$ cat src/rtl/core/qpc_pkg.sv
// ----------------------------------------------------------------------------
// qpc_pkg
// Shared types and constants of the quadrature position counter.
// ----------------------------------------------------------------------------
package qpc_pkg;

  // Request kinds
  localparam logic REQ_EDGE = 1'b0;
  localparam logic REQ_READ = 1'b1;

  // Read channels
  localparam logic [1:0] CH_RAW = 2'd0;
  localparam logic [1:0] CH_REV = 2'd1;

  // Result status codes
  localparam logic STATUS_OK    = 1'b0;
  localparam logic STATUS_UNSUP = 1'b1;

  // Register indexes (taken from paddr[2])
  localparam logic REG_PPR = 1'b0;
  localparam logic REG_SPP = 1'b1;
  localparam int   PADDR_W = 3;

  // Field widths
  localparam int COUNT_W = 32;
  localparam int FRAC_W  = 21;
  localparam int PPR_W   = 16;
  localparam int SPP_W   = 3;
  localparam int RES_W   = PPR_W + SPP_W;   // resolution = ppr * spp
  localparam int FQ_W    = 20;              // fraction magnitude, < 1000000
  localparam int PROD_W  = RES_W + FQ_W;    // remainder * 1000000

  // Shared divider: dividend width and step counter width
  localparam int DIV_BITS  = 40;
  localparam int DIV_CNT_W = 6;

  localparam logic [FQ_W-1:0] FRAC_SCALE = 20'd1000000;

  // Queued read request: count snapshot plus channel
  typedef struct packed {
    logic [COUNT_W-1:0] count;
    logic [1:0]         channel;
  } qpc_entry_t;

  // Back end sequencer states
  typedef enum logic [2:0] {
    ST_IDLE,
    ST_WHOLE,
    ST_MUL,
    ST_FSTART,
    ST_FRAC,
    ST_DONE
  } qpc_state_t;

endpackage

$ cat src/rtl/core/qpc_front.sv
// ----------------------------------------------------------------------------
// qpc_front
// Accepts words, counts edge events and queues read requests with a
// snapshot of the position count.
// ----------------------------------------------------------------------------
module qpc_front (
  input  logic                        clk,
  input  logic                        rst_n,
  input  logic                        in_valid,
  output logic                        in_ready,
  input  logic                        in_req_type,
  input  logic                        in_edge_phase,
  input  logic                        in_other_level,
  input  logic [1:0]                  in_channel,
  input  logic                        q_full,
  output logic                        q_push,
  output qpc_pkg::qpc_entry_t         q_wdata,
  output logic [qpc_pkg::COUNT_W-1:0] count
);
  import qpc_pkg::*;

  logic [COUNT_W-1:0] count_r;
  logic [COUNT_W-1:0] count_nxt;
  logic               edge_acc;

  // Edge events never wait; reads wait for queue space
  assign in_ready = !q_full || (in_req_type == REQ_EDGE);
  assign edge_acc = in_valid && in_ready && (in_req_type == REQ_EDGE);
  assign q_push   = in_valid && !q_full && (in_req_type == REQ_READ);

  // Advance up when the rising phase matches the other level, else down
  always_comb begin
    count_nxt = count_r;
    if (edge_acc) begin
      if (in_edge_phase == in_other_level) begin
        count_nxt = count_r + 32'd1;
      end else begin
        count_nxt = count_r - 32'd1;
      end
    end
  end

  always_ff @(posedge clk) begin
    if (!rst_n) begin
      count_r <= '0;
    end else begin
      count_r <= count_nxt;
    end
  end

  assign q_wdata.count   = count_r;
  assign q_wdata.channel = in_channel;
  assign count           = count_r;

endmodule

$ cat src/rtl/core/qpc_queue.sv
// ----------------------------------------------------------------------------
// qpc_queue
// Short FIFO of read requests between the front and back ends.
// ----------------------------------------------------------------------------
module qpc_queue #(
  parameter int DEPTH = 2
) (
  input  logic                clk,
  input  logic                rst_n,
  input  logic                push,
  input  qpc_pkg::qpc_entry_t wdata,
  output logic                full,
  input  logic                pop,
  output logic                rvalid,
  output qpc_pkg::qpc_entry_t rdata
);
  import qpc_pkg::*;

  localparam int AW = (DEPTH > 1) ? $clog2(DEPTH) : 1;
  localparam logic [AW:0]   FULL_CNT = (AW + 1)'(DEPTH);
  localparam logic [AW-1:0] LAST_PTR = AW'(DEPTH - 1);

  qpc_entry_t    mem_r [DEPTH];
  logic [AW-1:0] wr_ptr_r;
  logic [AW-1:0] rd_ptr_r;
  logic [AW:0]   cnt_r;
  logic          do_push;
  logic          do_pop;

  assign full    = (cnt_r == FULL_CNT);
  assign rvalid  = (cnt_r != '0);
  assign do_push = push && !full;
  assign do_pop  = pop && rvalid;
  assign rdata   = mem_r[rd_ptr_r];

  // Hold the stored words
  always_ff @(posedge clk) begin
    if (do_push) begin
      mem_r[wr_ptr_r] <= wdata;
    end
  end

  // Advance pointers and fill count
  always_ff @(posedge clk) begin
    if (!rst_n) begin
      wr_ptr_r <= '0;
      rd_ptr_r <= '0;
      cnt_r    <= '0;
    end else begin
      if (do_push) begin
        wr_ptr_r <= (wr_ptr_r == LAST_PTR) ? '0 : wr_ptr_r + 1'b1;
      end
      if (do_pop) begin
        rd_ptr_r <= (rd_ptr_r == LAST_PTR) ? '0 : rd_ptr_r + 1'b1;
      end
      if (do_push && !do_pop) begin
        cnt_r <= cnt_r + 1'b1;
      end else if (do_pop && !do_push) begin
        cnt_r <= cnt_r - 1'b1;
      end
    end
  end

endmodule

$ cat src/rtl/core/qpc_div.sv
// ----------------------------------------------------------------------------
// qpc_div
// Unsigned restoring divider, one quotient bit per cycle.
// ----------------------------------------------------------------------------
module qpc_div (
  input  logic                         clk,
  input  logic                         rst_n,
  input  logic                         start,
  input  logic [qpc_pkg::DIV_BITS-1:0] dividend,
  input  logic [qpc_pkg::RES_W-1:0]    divisor,
  output logic                         done,
  output logic [qpc_pkg::DIV_BITS-1:0] quotient,
  output logic [qpc_pkg::RES_W-1:0]    remainder
);
  import qpc_pkg::*;

  logic [DIV_BITS-1:0]  dvd_r;
  logic [RES_W-1:0]     rem_r;
  logic [RES_W-1:0]     dsr_r;
  logic [DIV_CNT_W-1:0] cnt_r;
  logic                 done_r;
  logic [RES_W:0]       trial;
  logic [RES_W:0]       diff;
  logic                 ge;

  // Trial subtract of the divisor from the shifted partial remainder
  always_comb begin
    trial = {rem_r, dvd_r[DIV_BITS-1]};
    diff  = trial - {1'b0, dsr_r};
    ge    = (trial >= {1'b0, dsr_r});
  end

  // Step counter and completion pulse
  always_ff @(posedge clk) begin
    if (!rst_n) begin
      cnt_r  <= '0;
      done_r <= 1'b0;
    end else begin
      done_r <= 1'b0;
      if (start) begin
        cnt_r <= DIV_CNT_W'(DIV_BITS);
      end else if (cnt_r != '0) begin
        cnt_r <= cnt_r - 1'b1;
        if (cnt_r == DIV_CNT_W'(1)) begin
          done_r <= 1'b1;
        end
      end
    end
  end

  // Shift quotient bits in as dividend bits move out
  always_ff @(posedge clk) begin
    if (start) begin
      dvd_r <= dividend;
      rem_r <= '0;
      dsr_r <= divisor;
    end else if (cnt_r != '0) begin
      dvd_r <= {dvd_r[DIV_BITS-2:0], ge};
      rem_r <= ge ? diff[RES_W-1:0] : trial[RES_W-1:0];
    end
  end

  assign done      = done_r;
  assign quotient  = dvd_r;
  assign remainder = rem_r;

endmodule

$ cat src/rtl/core/qpc_back.sv
// ----------------------------------------------------------------------------
// qpc_back
// Serves queued read requests: raw count, revolutions with fraction, or
// unsupported status, into a registered result stage.
// ----------------------------------------------------------------------------
module qpc_back (
  input  logic                         clk,
  input  logic                         rst_n,
  input  logic                         q_valid,
  input  qpc_pkg::qpc_entry_t          q_entry,
  output logic                         q_pop,
  input  logic [qpc_pkg::PPR_W-1:0]    ppr,
  input  logic [qpc_pkg::SPP_W-1:0]    spp,
  output logic                         div_start,
  output logic [qpc_pkg::DIV_BITS-1:0] div_dividend,
  output logic [qpc_pkg::RES_W-1:0]    div_divisor,
  input  logic                         div_done,
  input  logic [qpc_pkg::DIV_BITS-1:0] div_quot,
  input  logic [qpc_pkg::RES_W-1:0]    div_rem,
  output logic                         out_valid,
  input  logic                         out_ready,
  output logic signed [qpc_pkg::COUNT_W-1:0] out_whole_value,
  output logic signed [qpc_pkg::FRAC_W-1:0]  out_fraction_value,
  output logic                         out_status
);
  import qpc_pkg::*;

  qpc_state_t         state_r;
  qpc_state_t         state_nxt;
  logic               neg_r;
  logic [COUNT_W-1:0] whole_q_r;
  logic [RES_W-1:0]   rem_q_r;
  logic [PROD_W-1:0]  prod_r;
  logic [FQ_W-1:0]    frac_q_r;
  logic               out_valid_r;
  logic [COUNT_W-1:0] out_whole_r;
  logic [FRAC_W-1:0]  out_frac_r;
  logic               out_status_r;

  logic               slot_free;
  logic               is_rev;
  logic [COUNT_W-1:0] mag;
  logic [RES_W-1:0]   res_prod;
  logic               out_load;
  logic [COUNT_W-1:0] load_whole;
  logic [FRAC_W-1:0]  load_frac;
  logic               load_status;

  assign slot_free = !out_valid_r || out_ready;
  assign is_rev    = (q_entry.channel == CH_REV);
  assign mag       = q_entry.count[COUNT_W-1] ? (~q_entry.count + 32'd1) : q_entry.count;

  // Resolution, a zero product reads as one
  always_comb begin
    res_prod = RES_W'(ppr) * RES_W'(spp);
    div_divisor = (res_prod == '0) ? RES_W'(1) : res_prod;
  end

  // Next state
  always_comb begin
    state_nxt = state_r;
    case (state_r)
      ST_IDLE: begin
        if (q_valid && is_rev) begin
          state_nxt = ST_WHOLE;
        end
      end
      ST_WHOLE: begin
        if (div_done) begin
          state_nxt = ST_MUL;
        end
      end
      ST_MUL:    state_nxt = ST_FSTART;
      ST_FSTART: state_nxt = ST_FRAC;
      ST_FRAC: begin
        if (div_done) begin
          state_nxt = ST_DONE;
        end
      end
      ST_DONE: begin
        if (slot_free) begin
          state_nxt = ST_IDLE;
        end
      end
      default:   state_nxt = ST_IDLE;
    endcase
  end

  // Sequencer outputs
  always_comb begin
    q_pop        = 1'b0;
    div_start    = 1'b0;
    div_dividend = {8'b0, mag};
    out_load     = 1'b0;
    load_whole   = '0;
    load_frac    = '0;
    load_status  = STATUS_OK;
    case (state_r)
      ST_IDLE: begin
        if (q_valid && is_rev) begin
          q_pop     = 1'b1;
          div_start = 1'b1;
        end else if (q_valid && slot_free) begin
          q_pop    = 1'b1;
          out_load = 1'b1;
          if (q_entry.channel == CH_RAW) begin
            load_whole = q_entry.count;
          end else begin
            load_status = STATUS_UNSUP;
          end
        end
      end
      ST_FSTART: begin
        div_start    = 1'b1;
        div_dividend = DIV_BITS'(prod_r);
      end
      ST_DONE: begin
        if (slot_free) begin
          out_load   = 1'b1;
          load_whole = neg_r ? (~whole_q_r + 32'd1) : whole_q_r;
          load_frac  = neg_r ? (~{1'b0, frac_q_r} + 21'd1) : {1'b0, frac_q_r};
        end
      end
      default: begin
      end
    endcase
  end

  always_ff @(posedge clk) begin
    if (!rst_n) begin
      state_r     <= ST_IDLE;
      out_valid_r <= 1'b0;
    end else begin
      state_r <= state_nxt;
      if (out_load) begin
        out_valid_r <= 1'b1;
      end else if (out_ready) begin
        out_valid_r <= 1'b0;
      end
    end
  end

  // Capture sign, quotients and the scaled remainder
  always_ff @(posedge clk) begin
    if (state_r == ST_IDLE && div_start) begin
      neg_r <= q_entry.count[COUNT_W-1];
    end
    if (state_r == ST_WHOLE && div_done) begin
      whole_q_r <= div_quot[COUNT_W-1:0];
      rem_q_r   <= div_rem;
    end
    if (state_r == ST_MUL) begin
      prod_r <= PROD_W'(rem_q_r) * PROD_W'(FRAC_SCALE);
    end
    if (state_r == ST_FRAC && div_done) begin
      frac_q_r <= div_quot[FQ_W-1:0];
    end
    if (out_load) begin
      out_whole_r  <= load_whole;
      out_frac_r   <= load_frac;
      out_status_r <= load_status;
    end
  end

  assign out_valid          = out_valid_r;
  assign out_whole_value    = out_whole_r;
  assign out_fraction_value = out_frac_r;
  assign out_status         = out_status_r;

endmodule

$ cat src/rtl/core/quadrature_position_counter.sv
// ----------------------------------------------------------------------------
// quadrature_position_counter
// Quadrature edge counter with raw and revolution reads.
// Input words (in_valid/in_ready) are edge events or read requests. An edge
// event moves the 32-bit wrapping count by one and is taken every cycle,
// even while reads are pending. A read snapshots the count and joins a
// QUEUE_DEPTH-entry queue; it gives one result word (out_valid/out_ready).
// Raw and unsupported reads pass from the queue into the result register. A
// revolution read runs the one-bit-per-cycle 40-step divider twice (whole
// revolutions, then millionths); reads are served one at a time. A stalled
// receiver holds the result register; the queue then fills and in_ready
// drops for reads only. Synchronous reset clears the count and sets both
// registers to 1. APB registers: 0x0 pulses per rev, 0x4 steps per pulse.
// ----------------------------------------------------------------------------
module quadrature_position_counter #(
  parameter int QUEUE_DEPTH = 2
) (
  input  logic                               clk,
  input  logic                               rst_n,
  input  logic                               in_valid,
  output logic                               in_ready,
  input  logic                               in_req_type,
  input  logic                               in_edge_phase,
  input  logic                               in_other_level,
  input  logic [1:0]                         in_channel,
  output logic                               out_valid,
  input  logic                               out_ready,
  output logic signed [qpc_pkg::COUNT_W-1:0] out_whole_value,
  output logic signed [qpc_pkg::FRAC_W-1:0]  out_fraction_value,
  output logic                               out_status,
  input  logic                               psel,
  input  logic                               penable,
  input  logic                               pwrite,
  input  logic [qpc_pkg::PADDR_W-1:0]        paddr,
  input  logic [31:0]                        pwdata,
  output logic [31:0]                        prdata,
  output logic                               pready
);
  import qpc_pkg::*;

  logic [PPR_W-1:0]    ppr_r;
  logic [SPP_W-1:0]    spp_r;
  logic                cfg_wr;
  logic                q_full;
  logic                q_push;
  logic                q_pop;
  logic                q_valid;
  qpc_entry_t          q_wdata;
  qpc_entry_t          q_rdata;
  logic [COUNT_W-1:0]  pos_count;
  logic                div_start;
  logic [DIV_BITS-1:0] div_dividend;
  logic [RES_W-1:0]    div_divisor;
  logic                div_done;
  logic [DIV_BITS-1:0] div_quot;
  logic [RES_W-1:0]    div_rem;

  // Configuration registers
  assign pready = 1'b1;
  assign cfg_wr = psel && penable && pwrite && pready;

  always_ff @(posedge clk) begin
    if (!rst_n) begin
      ppr_r <= PPR_W'(1);
      spp_r <= SPP_W'(1);
    end else if (cfg_wr) begin
      if (paddr[2] == REG_PPR) begin
        ppr_r <= pwdata[PPR_W-1:0];
      end else begin
        spp_r <= pwdata[SPP_W-1:0];
      end
    end
  end

  assign prdata = (paddr[2] == REG_SPP) ? {29'b0, spp_r} : {16'b0, ppr_r};

  qpc_front u_front (
    .clk            (clk),
    .rst_n          (rst_n),
    .in_valid       (in_valid),
    .in_ready       (in_ready),
    .in_req_type    (in_req_type),
    .in_edge_phase  (in_edge_phase),
    .in_other_level (in_other_level),
    .in_channel     (in_channel),
    .q_full         (q_full),
    .q_push         (q_push),
    .q_wdata        (q_wdata),
    .count          (pos_count)
  );

  qpc_queue #(
    .DEPTH (QUEUE_DEPTH)
  ) u_queue (
    .clk    (clk),
    .rst_n  (rst_n),
    .push   (q_push),
    .wdata  (q_wdata),
    .full   (q_full),
    .pop    (q_pop),
    .rvalid (q_valid),
    .rdata  (q_rdata)
  );

  qpc_div u_div (
    .clk       (clk),
    .rst_n     (rst_n),
    .start     (div_start),
    .dividend  (div_dividend),
    .divisor   (div_divisor),
    .done      (div_done),
    .quotient  (div_quot),
    .remainder (div_rem)
  );

  qpc_back u_back (
    .clk                (clk),
    .rst_n              (rst_n),
    .q_valid            (q_valid),
    .q_entry            (q_rdata),
    .q_pop              (q_pop),
    .ppr                (ppr_r),
    .spp                (spp_r),
    .div_start          (div_start),
    .div_dividend       (div_dividend),
    .div_divisor        (div_divisor),
    .div_done           (div_done),
    .div_quot           (div_quot),
    .div_rem            (div_rem),
    .out_valid          (out_valid),
    .out_ready          (out_ready),
    .out_whole_value    (out_whole_value),
    .out_fraction_value (out_fraction_value),
    .out_status         (out_status)
  );

`ifndef SYNTHESIS
  // Each accepted edge event moves the count by exactly one
  a_edge_step: assert property (@(posedge clk) disable iff (!rst_n)
    (in_valid && in_ready && (in_req_type == REQ_EDGE)) |=>
      ((pos_count == $past(pos_count) + 32'd1) ||
       (pos_count == $past(pos_count) - 32'd1)))
    else $error("edge event did not move the count by one");

  // The count holds when no edge event is taken
  a_count_hold: assert property (@(posedge clk) disable iff (!rst_n)
    !(in_valid && in_ready && (in_req_type == REQ_EDGE)) |=> $stable(pos_count))
    else $error("count changed without an edge event");

  // An unsupported status carries zero values
  a_unsup_zero: assert property (@(posedge clk) disable iff (!rst_n)
    (out_valid && (out_status == STATUS_UNSUP)) |->
      ((out_whole_value == '0) && (out_fraction_value == '0)))
    else $error("unsupported result with non-zero value");
`endif

endmodule
$ cat config.mk
export PLATFORM = sky130hd
export DESIGN_NAME = quadrature_position_counter
export DESIGN_NICKNAME = d
export VERILOG_FILES = /design/src/rtl/core/qpc_pkg.sv /design/src/rtl/core/qpc_front.sv /design/src/rtl/core/qpc_queue.sv /design/src/rtl/core/qpc_div.sv /design/src/rtl/core/qpc_back.sv /design/src/rtl/core/quadrature_position_counter.sv
export SDC_FILE = /design/constraint.sdc
export NUM_CORES = 1
export LEC_CHECK = 0
export CAP_MARGIN = 10
export CORE_MARGIN = 2
export CORE_UTILIZATION = 52
export DETAILED_ROUTE_END_ITERATION = 10
export DONT_BUFFER_PORTS = 1
export HOLD_SLACK_MARGIN = 0.12
export PLACE_DENSITY = 0.74
export SKIP_LAST_GASP = 1
export SLEW_MARGIN = 15
export SYNTH_ARGS = -nofsm -noshare
export SYNTH_HDL_FRONTEND = slang
export SYNTH_SLANG_ARGS = --single-unit
$ cat constraint.sdc
create_clock -name clk -period 6.8 [get_ports clk]
set_input_delay 2.04 -clock clk [delete_from_list [all_inputs] [get_ports clk]]
set_output_delay 2.04 -clock clk [all_outputs]
set_load 0.05 [all_outputs]
==> summary.txt, run 1 <==
Share of flip-flops with an asynchronous set or reset: 0
Vias in the first global route: 16.0k
Post-cts hold buffer count: 0
Leak: 10.4 nW
I/O Pins: 136
Ranking of synthesized cells by area: edfxtp_1 (37%), ha_1 (10%), fa_1 (7.4%), dfxtp_1 (7.3%), xor2_1 (3.3%)
Relative slew margins: 0.331
Reg2reg start: u_back.rem_q_r[0]
R2R Setup Slk: 1040 ps
Worst Tran Pin Value: 1000 ps
Die extent in y: 216 um
Nets: 2515
NetSw: 0.00326 W
Crit path kind: flop to flop
Routed Antenna Nets: 0
Wirelength per Cell: 17.7 um
Syn Area/Cell: 10.6 sq um
CP Max Fanout: 7
Reg-to-reg endpoint: u_back.prod_r[32]
Inst Count DP: 2744
R2R cell count: 17
Placeable Area: 0.0443 sq mm
Sequential element share of the synthesized area: 0.440
Worst-case clock buffer depth: 3
Top FF cell, synth: edfxtp_1
CP dominant cell by count: fa_1
H-tree Lvls: 2
Crit-path max cell delay: 610 ps
Buffers and inverters on the worst path: 2
Largest net degree at the start of global routing: 56
GRT Total Usage: 0.216
Global-route wire length before repair: 82000 um
Gpl congestion: 0.893
Share of post-route cells with drive strength above 1: 0.0535
Area Overhead vs Synth: 8.30%
Hold WC Path Type: flop to flop
DP Wirelength: 37600 um
Final WL: 49800 um
Die Width: 216 um
Setup TNS: 0 ps
Fin cells: 2816
Vias/cell: 5.79
Worst Skew: 20.1 ps
CTS tree: yes
Clk network pwr share: 0.261
Seq pwr share: 0.443
Switching Share: 0.371
CP Capture Point: u_back.prod_r[32]
Synth area leader: edfxtp_1
DRT iter0 DRCs: 1259
Clock transition at path regs: 60 ps
Clock root cell: clkbuf_16
Synth Instances: 2213
CP Data Required Time: 7100 ps
CP Capture Type: flop
Most common cell after layout, fill and taps aside: edfxtp_1
Clk Latency, worst-skew pair: 570 ps
Crit start category: flop
Fmax: 0.174 GHz
Cell variety after synth: 81
Slew Limit Fails: 0
Hold Violations, Final: 0
Mapped cell area: 0.0234 sq mm
Vias: 16.3k
YS warnings: 0
Crit share post-route: 0.847
Drt drc: 0
IO Port Bufs: 0
Starting Density: 0.529
CP cell instances: fa_1 > fa_1 > fa_1 > fa_1 > ha_1 > inv_1 > fa_1 > inv_1 > ha_1 > a21o_1 > a21o_1 > a21o_1 > a32oi_1 > nand3_1 > a31o_2 > a311oi_1 > xnor2_1
Die area: 0.0468 sq mm
Power consumption: 0.00878 W
Total of max-cap violations: 0
Final Setup Violations: 0
Crit. Startpoint: u_back.rem_q_r[0]
Total CTS buffers: 40
Number of synthesized register bits: 372
Internal Pwr Total: 0.00552 W
PwrDens: 346 mW/mm^2
Ant. Diodes: 0
Unrepaired setup endpoints after global routing: no
Worst vdd ir: 250 uV
Most frequent cells in the layout: edfxtp_1 (286), ha_1 (187), nand2_1 (183)
Worst path depth: 17
Clock sinks: 372
Pre-Repair DR Iteration Count: 5
Combinational share of power: 0.296
Arrival @ worst endpoint: 6060 ps
Synth top area share: 0.367
Post_cts resized: 0
Row cnt: 77
Total grt overflow: 0
Antenna violations before repair: 0
Fin crit period: 5760 ps
Post-synth EDFFs: 286
Status: finished clean
Post-CTS setup buffers: 0
Top cell family by delay on the critical path: adder cells
Crit-path slowest cell: fa_1
[flip-flops by register name, indices dropped and copies added, names as in the netlist, named ones only]
register,flops
u_back.out_status,1
u_div.cnt_r,6
u_queue.cnt_r,2
ppr_r,16
u_back.neg_r,1
u_div.remainder,19
u_back.frac_q_r,20
u_back.out_whole_value,32
u_queue.rd_ptr_r,1
u_back.state_r,3
u_back.out_valid,1
spp_r,3
u_queue.mem_r,68
u_queue.wr_ptr_r,1
u_back.prod_r,33
u_front.count,32
u_back.whole_q_r,32
u_div.done,1
u_back.rem_q_r,19
u_div.quotient,40
u_div.dsr_r,19
u_back.out_fraction_value,21
[metal layers]
metal  wire, um  GRT usage  vias up
li1           -          -     7898
met1      22000      0.290     7803
met2      23500      0.362      531
met3       2970     0.0313       76
met4       1280     0.0715        0
met5          0          0        -
[Yosys cell counts (4+ instances only)]
master / instances
a21o_1: 42
nand2_1: 184
buf_4: 17
a22oi_1: 27
a211oi_1: 21
a21oi_1: 143
o41ai_1: 5
nor3_1: 31
ha_1: 187
mux2i_1: 47
nand3_1: 38
buf_2: 6
or4_1: 9
nand4_1: 15
nor4_1: 7
o22ai_1: 36
or3_1: 21
o31ai_1: 18
o21ai_0: 134
fa_1: 87
and3_1: 18
edfxtp_1: 286
and2_1: 28
clkbuf_1: 68
o211a_1: 5
or2_2: 5
dfxtp_1: 86
a31oi_1: 19
xor2_1: 87
inv_1: 173
nand2b_1: 21
o21ai_1: 5
nor2_1: 120
nor3b_1: 9
nand4b_1: 4
nor2b_1: 32
xnor2_1: 66
o211ai_1: 9
o21bai_1: 10
and4_1: 4
o21a_1: 17
mux2_2: 4
[power by group through the flow]
stage / clock network (W) / logic [W] / registers [W]
2_1_floorplan: 0 / 0.00207 / 0.00377
3_3_place_gp: 0 / 0.00248 / 0.00392
3_5_place_dp: 0 / 0.00257 / 0.00394
4_1_cts: 0.00233 / 0.00258 / 0.00389
5_1_grt: 0.00242 / 0.00293 / 0.00394
6_report: 0.00229 / 0.00260 / 0.00389
[kinds of logic (layout without fill, tap and decap cells)]
family,after synthesis,after routing,share of synthesized area
XOR/XNOR,154,154,0.0579
other,2,17,0.000321
AND/OR/NAND/NOR,559,559,0.117
flip-flops,372,372,0.440
multiplexers,51,51,0.0220
adder cells (fa/ha/maj),274,274,0.174
AO/OA/AOI/OAI,533,533,0.143
buffers and inverters,268,264,0.0460
[cell type report]
type | instances | area [sq um]
sequential | 372 | 10300
fill | 3649 | 18900
clock buffer | 49 | 1090
multi-input combinational | 1588 | 12100
inverter | 174 | 653
tap | 592 | 741
timing repair buffer | 18 | 135
clock inverter | 23 | 308
[metrics by stage]
| step | area (sq um) | hold WS (ps) | setup WS, ps | util |
|---|---|---|---|---|
| floorplan | 23500 | 426 | 1070 | - |
| global placement | 24000 | 441 | 1090 | 0.541 |
| detailed placement | 24000 | 437 | 1060 | 0.541 |
| CTS | 25400 | 457 | 1050 | 0.572 |
| global route | 25400 | 474 | 689 | 0.572 |
| finish | 25400 | 458 | 1040 | 0.572 |
[worst min path at each step]
stage / cells past startpoint / to / start
floorplan: 0 / u_back.whole_q_r[30] / u_div.quotient[30]
global placement: 0 / u_back.whole_q_r[21] / u_div.quotient[21]
detailed placement: 0 / u_back.whole_q_r[21] / u_div.quotient[21]
CTS: 0 / u_back.whole_q_r[28] / u_div.quotient[28]
global route: 0 / u_back.whole_q_r[26] / u_div.quotient[26]
finish: 0 / u_back.whole_q_r[28] / u_div.quotient[28]
Power figures use the tool's default switching activity.
==> run 2, diff against run 1 <==
Clock period 6.8 ns to 5.45 ns, I/O delays scaled along.
==> summary.txt, run 2 (synthesized netlist as in run 1, its figures left out) <==
Total CTS buffers: 39
Relative slew margins: 0.309
Status: finished clean
Fin cells: 2858
Filler cells: 3596
H-tree Lvls: 2
Crit share post-route: 0.992
Top reg by flops: u_queue.mem_r
Die Width: 216 um
Inst Count DP: 2775
R2R Setup Slk: 40 ps
Setup TNS: 0 ps
Row cnt: 77
Worst Skew: 15.2 ps
Die extent in y: 216 um
CP Capture Type: flop
Leak: 10.5 nW
Drt drc: 0
Routed Antenna Nets: 0
Hold WC Path Type: flop to flop
Top cell family by delay on the critical path: adder cells
Nets: 2556
Final WS setup: 44.0 ps
CP cell instances: buf_6 > buf_4 > ha_1 > ha_1 > inv_1 > fa_1 > fa_1 > inv_1 > ha_1 > inv_1 > fa_1 > inv_1 > ha_1 > a21o_1 > a21o_1 > a21o_1 > a32oi_2 > nand3_1 > a31o_2 > a311oi_2 > xnor2_1
Global-route wire length before repair: 80200 um
CP Max Fanout: 4
Total of max-cap violations: 0
Worst vdd ir: 305 uV
CP Data Required Time: 5760 ps
Clock root cell: clkbuf_16
DRT iter0 DRCs: 1184
Final Setup Violations: 0
Die area: 0.0468 sq mm
Share of post-route cells with drive strength above 1: 0.0803
Crit start category: flop
Clock sinks: 372
DP Wirelength: 37900 um
Most common cell after layout, fill and taps aside: edfxtp_1
Placement Cell Area: 0.0242 sq mm
Slew Limit Fails: 0
Worst-case clock buffer depth: 3
Vias/cell: 5.78
IO Port Bufs: 0
Total grt overflow: 0
Buffers and inverters on the worst path: 6
I/O Pins: 136
Antenna violations before repair: 1
Max reg flops: 68
CTS tree: yes
Final WL: 50300 um
Largest net degree at the start of global routing: 56
PwrDens: 423 mW/mm^2
Pre-Repair DR Iteration Count: 6
Final instance area: 0.0258 sq mm
Crit-path max cell delay: 530 ps
Pre-CTS setup slack: -128 ps
Fin crit period: 5410 ps
Most frequent cells in the layout: edfxtp_1 (286), nand2_1 (182), ha_1 (180)
Vias in the first global route: 16.0k
Wirelength per Cell: 17.6 um
Area Overhead vs Synth: 9.93%
Hold Violations, Final: 0
GRT Total Usage: 0.212
Clock transition at path regs: 60 ps
Vias: 16.5k
Gpl congestion: 0.913
Placeable Area: 0.0443 sq mm
Fmax: 0.185 GHz
Crit path kind: flop to flop
Arrival @ worst endpoint: 5720 ps
Crit-path slowest cell: fa_1
Starting Density: 0.529
Clk Latency, worst-skew pair: 570 ps
Post-cts hold buffer count: 0
Worst Tran Pin Value: 1030 ps
Ant. Diodes: 0
[run 2: cell types whose count changed in the layout (fill, tap and decap cells not counted), sizes merged]
cell	before	now
buf	18	60
bufinv	6	2
clkbuf	49	53
clkinv	10	13
clkinvlp	5	2
[run 2: final timing paths]
kind	start	depth (start not counted)	to
worst max-delay path	u_back.rem_q_r[2]	21	u_back.prod_r[32]
worst max register to register	u_back.rem_q_r[2]	21	u_back.prod_r[32]
worst min-delay path	u_div.quotient[25]	0	u_back.whole_q_r[25]
worst min register to register	u_div.quotient[25]	0	u_back.whole_q_r[25]
[run 2: repair_timing]
action	in CTS	in global routing
pin swaps	3	31
resized for setup	6	23
setup endpoints to repair	5	12
setup buffers	3	8
[run 2: final cells by class]
type / count / area (sq um) / share of cell area
repair buffers: 60 / 462 / 0.0179
well taps: 592 / 741 / 0.0288
inverters: 174 / 653 / 0.0254
flip-flops and latches: 372 / 10300 / 0.400
clock buffers: 53 / 1110 / 0.0431
multi-input cells: 1588 / 12300 / 0.478
clock inverters: 19 / 174 / 0.00675
[run 2: layer usage]
metal / track usage / share of wire
met1: 0.274 / 0.43
met5: 0 / 0
met4: 0.0747 / 0.028
met2: 0.363 / 0.48
met3: 0.0321 / 0.059
[run 2: worst register-to-register path, delay by kind of cell, from the launching register on]
kind	cells	cell delay, ps
AOI/OAI and AO/OA	6	1420
xor gates and xnor gates	1	100
adders and majority gates	7	2590
buffers and inverters	6	490
DFF	1	410
and+or+nand+nor	1	160
[run 2: metrics by stage]
| step | hold WS [ps] | utilization | power, W |
|---|---|---|---|
| floorplan | 426 | - | 0.00729 |
| global placement | 443 | 0.546 | 0.00804 |
| detailed placement | 436 | 0.546 | 0.00817 |
| CTS | 451 | 0.576 | 0.0108 |
| global route | 467 | 0.581 | 0.0115 |
| finish | 452 | 0.581 | 0.0109 |
[run 2: where the power goes]
group	internal [W]	switching, W	total (W)
Combinational	0.00136	0.00205	0.00341
Sequential	0.00391	0.000942	0.00485
Clock	0.00154	0.00109	0.00263
Total	0.00680	0.00408	0.0109
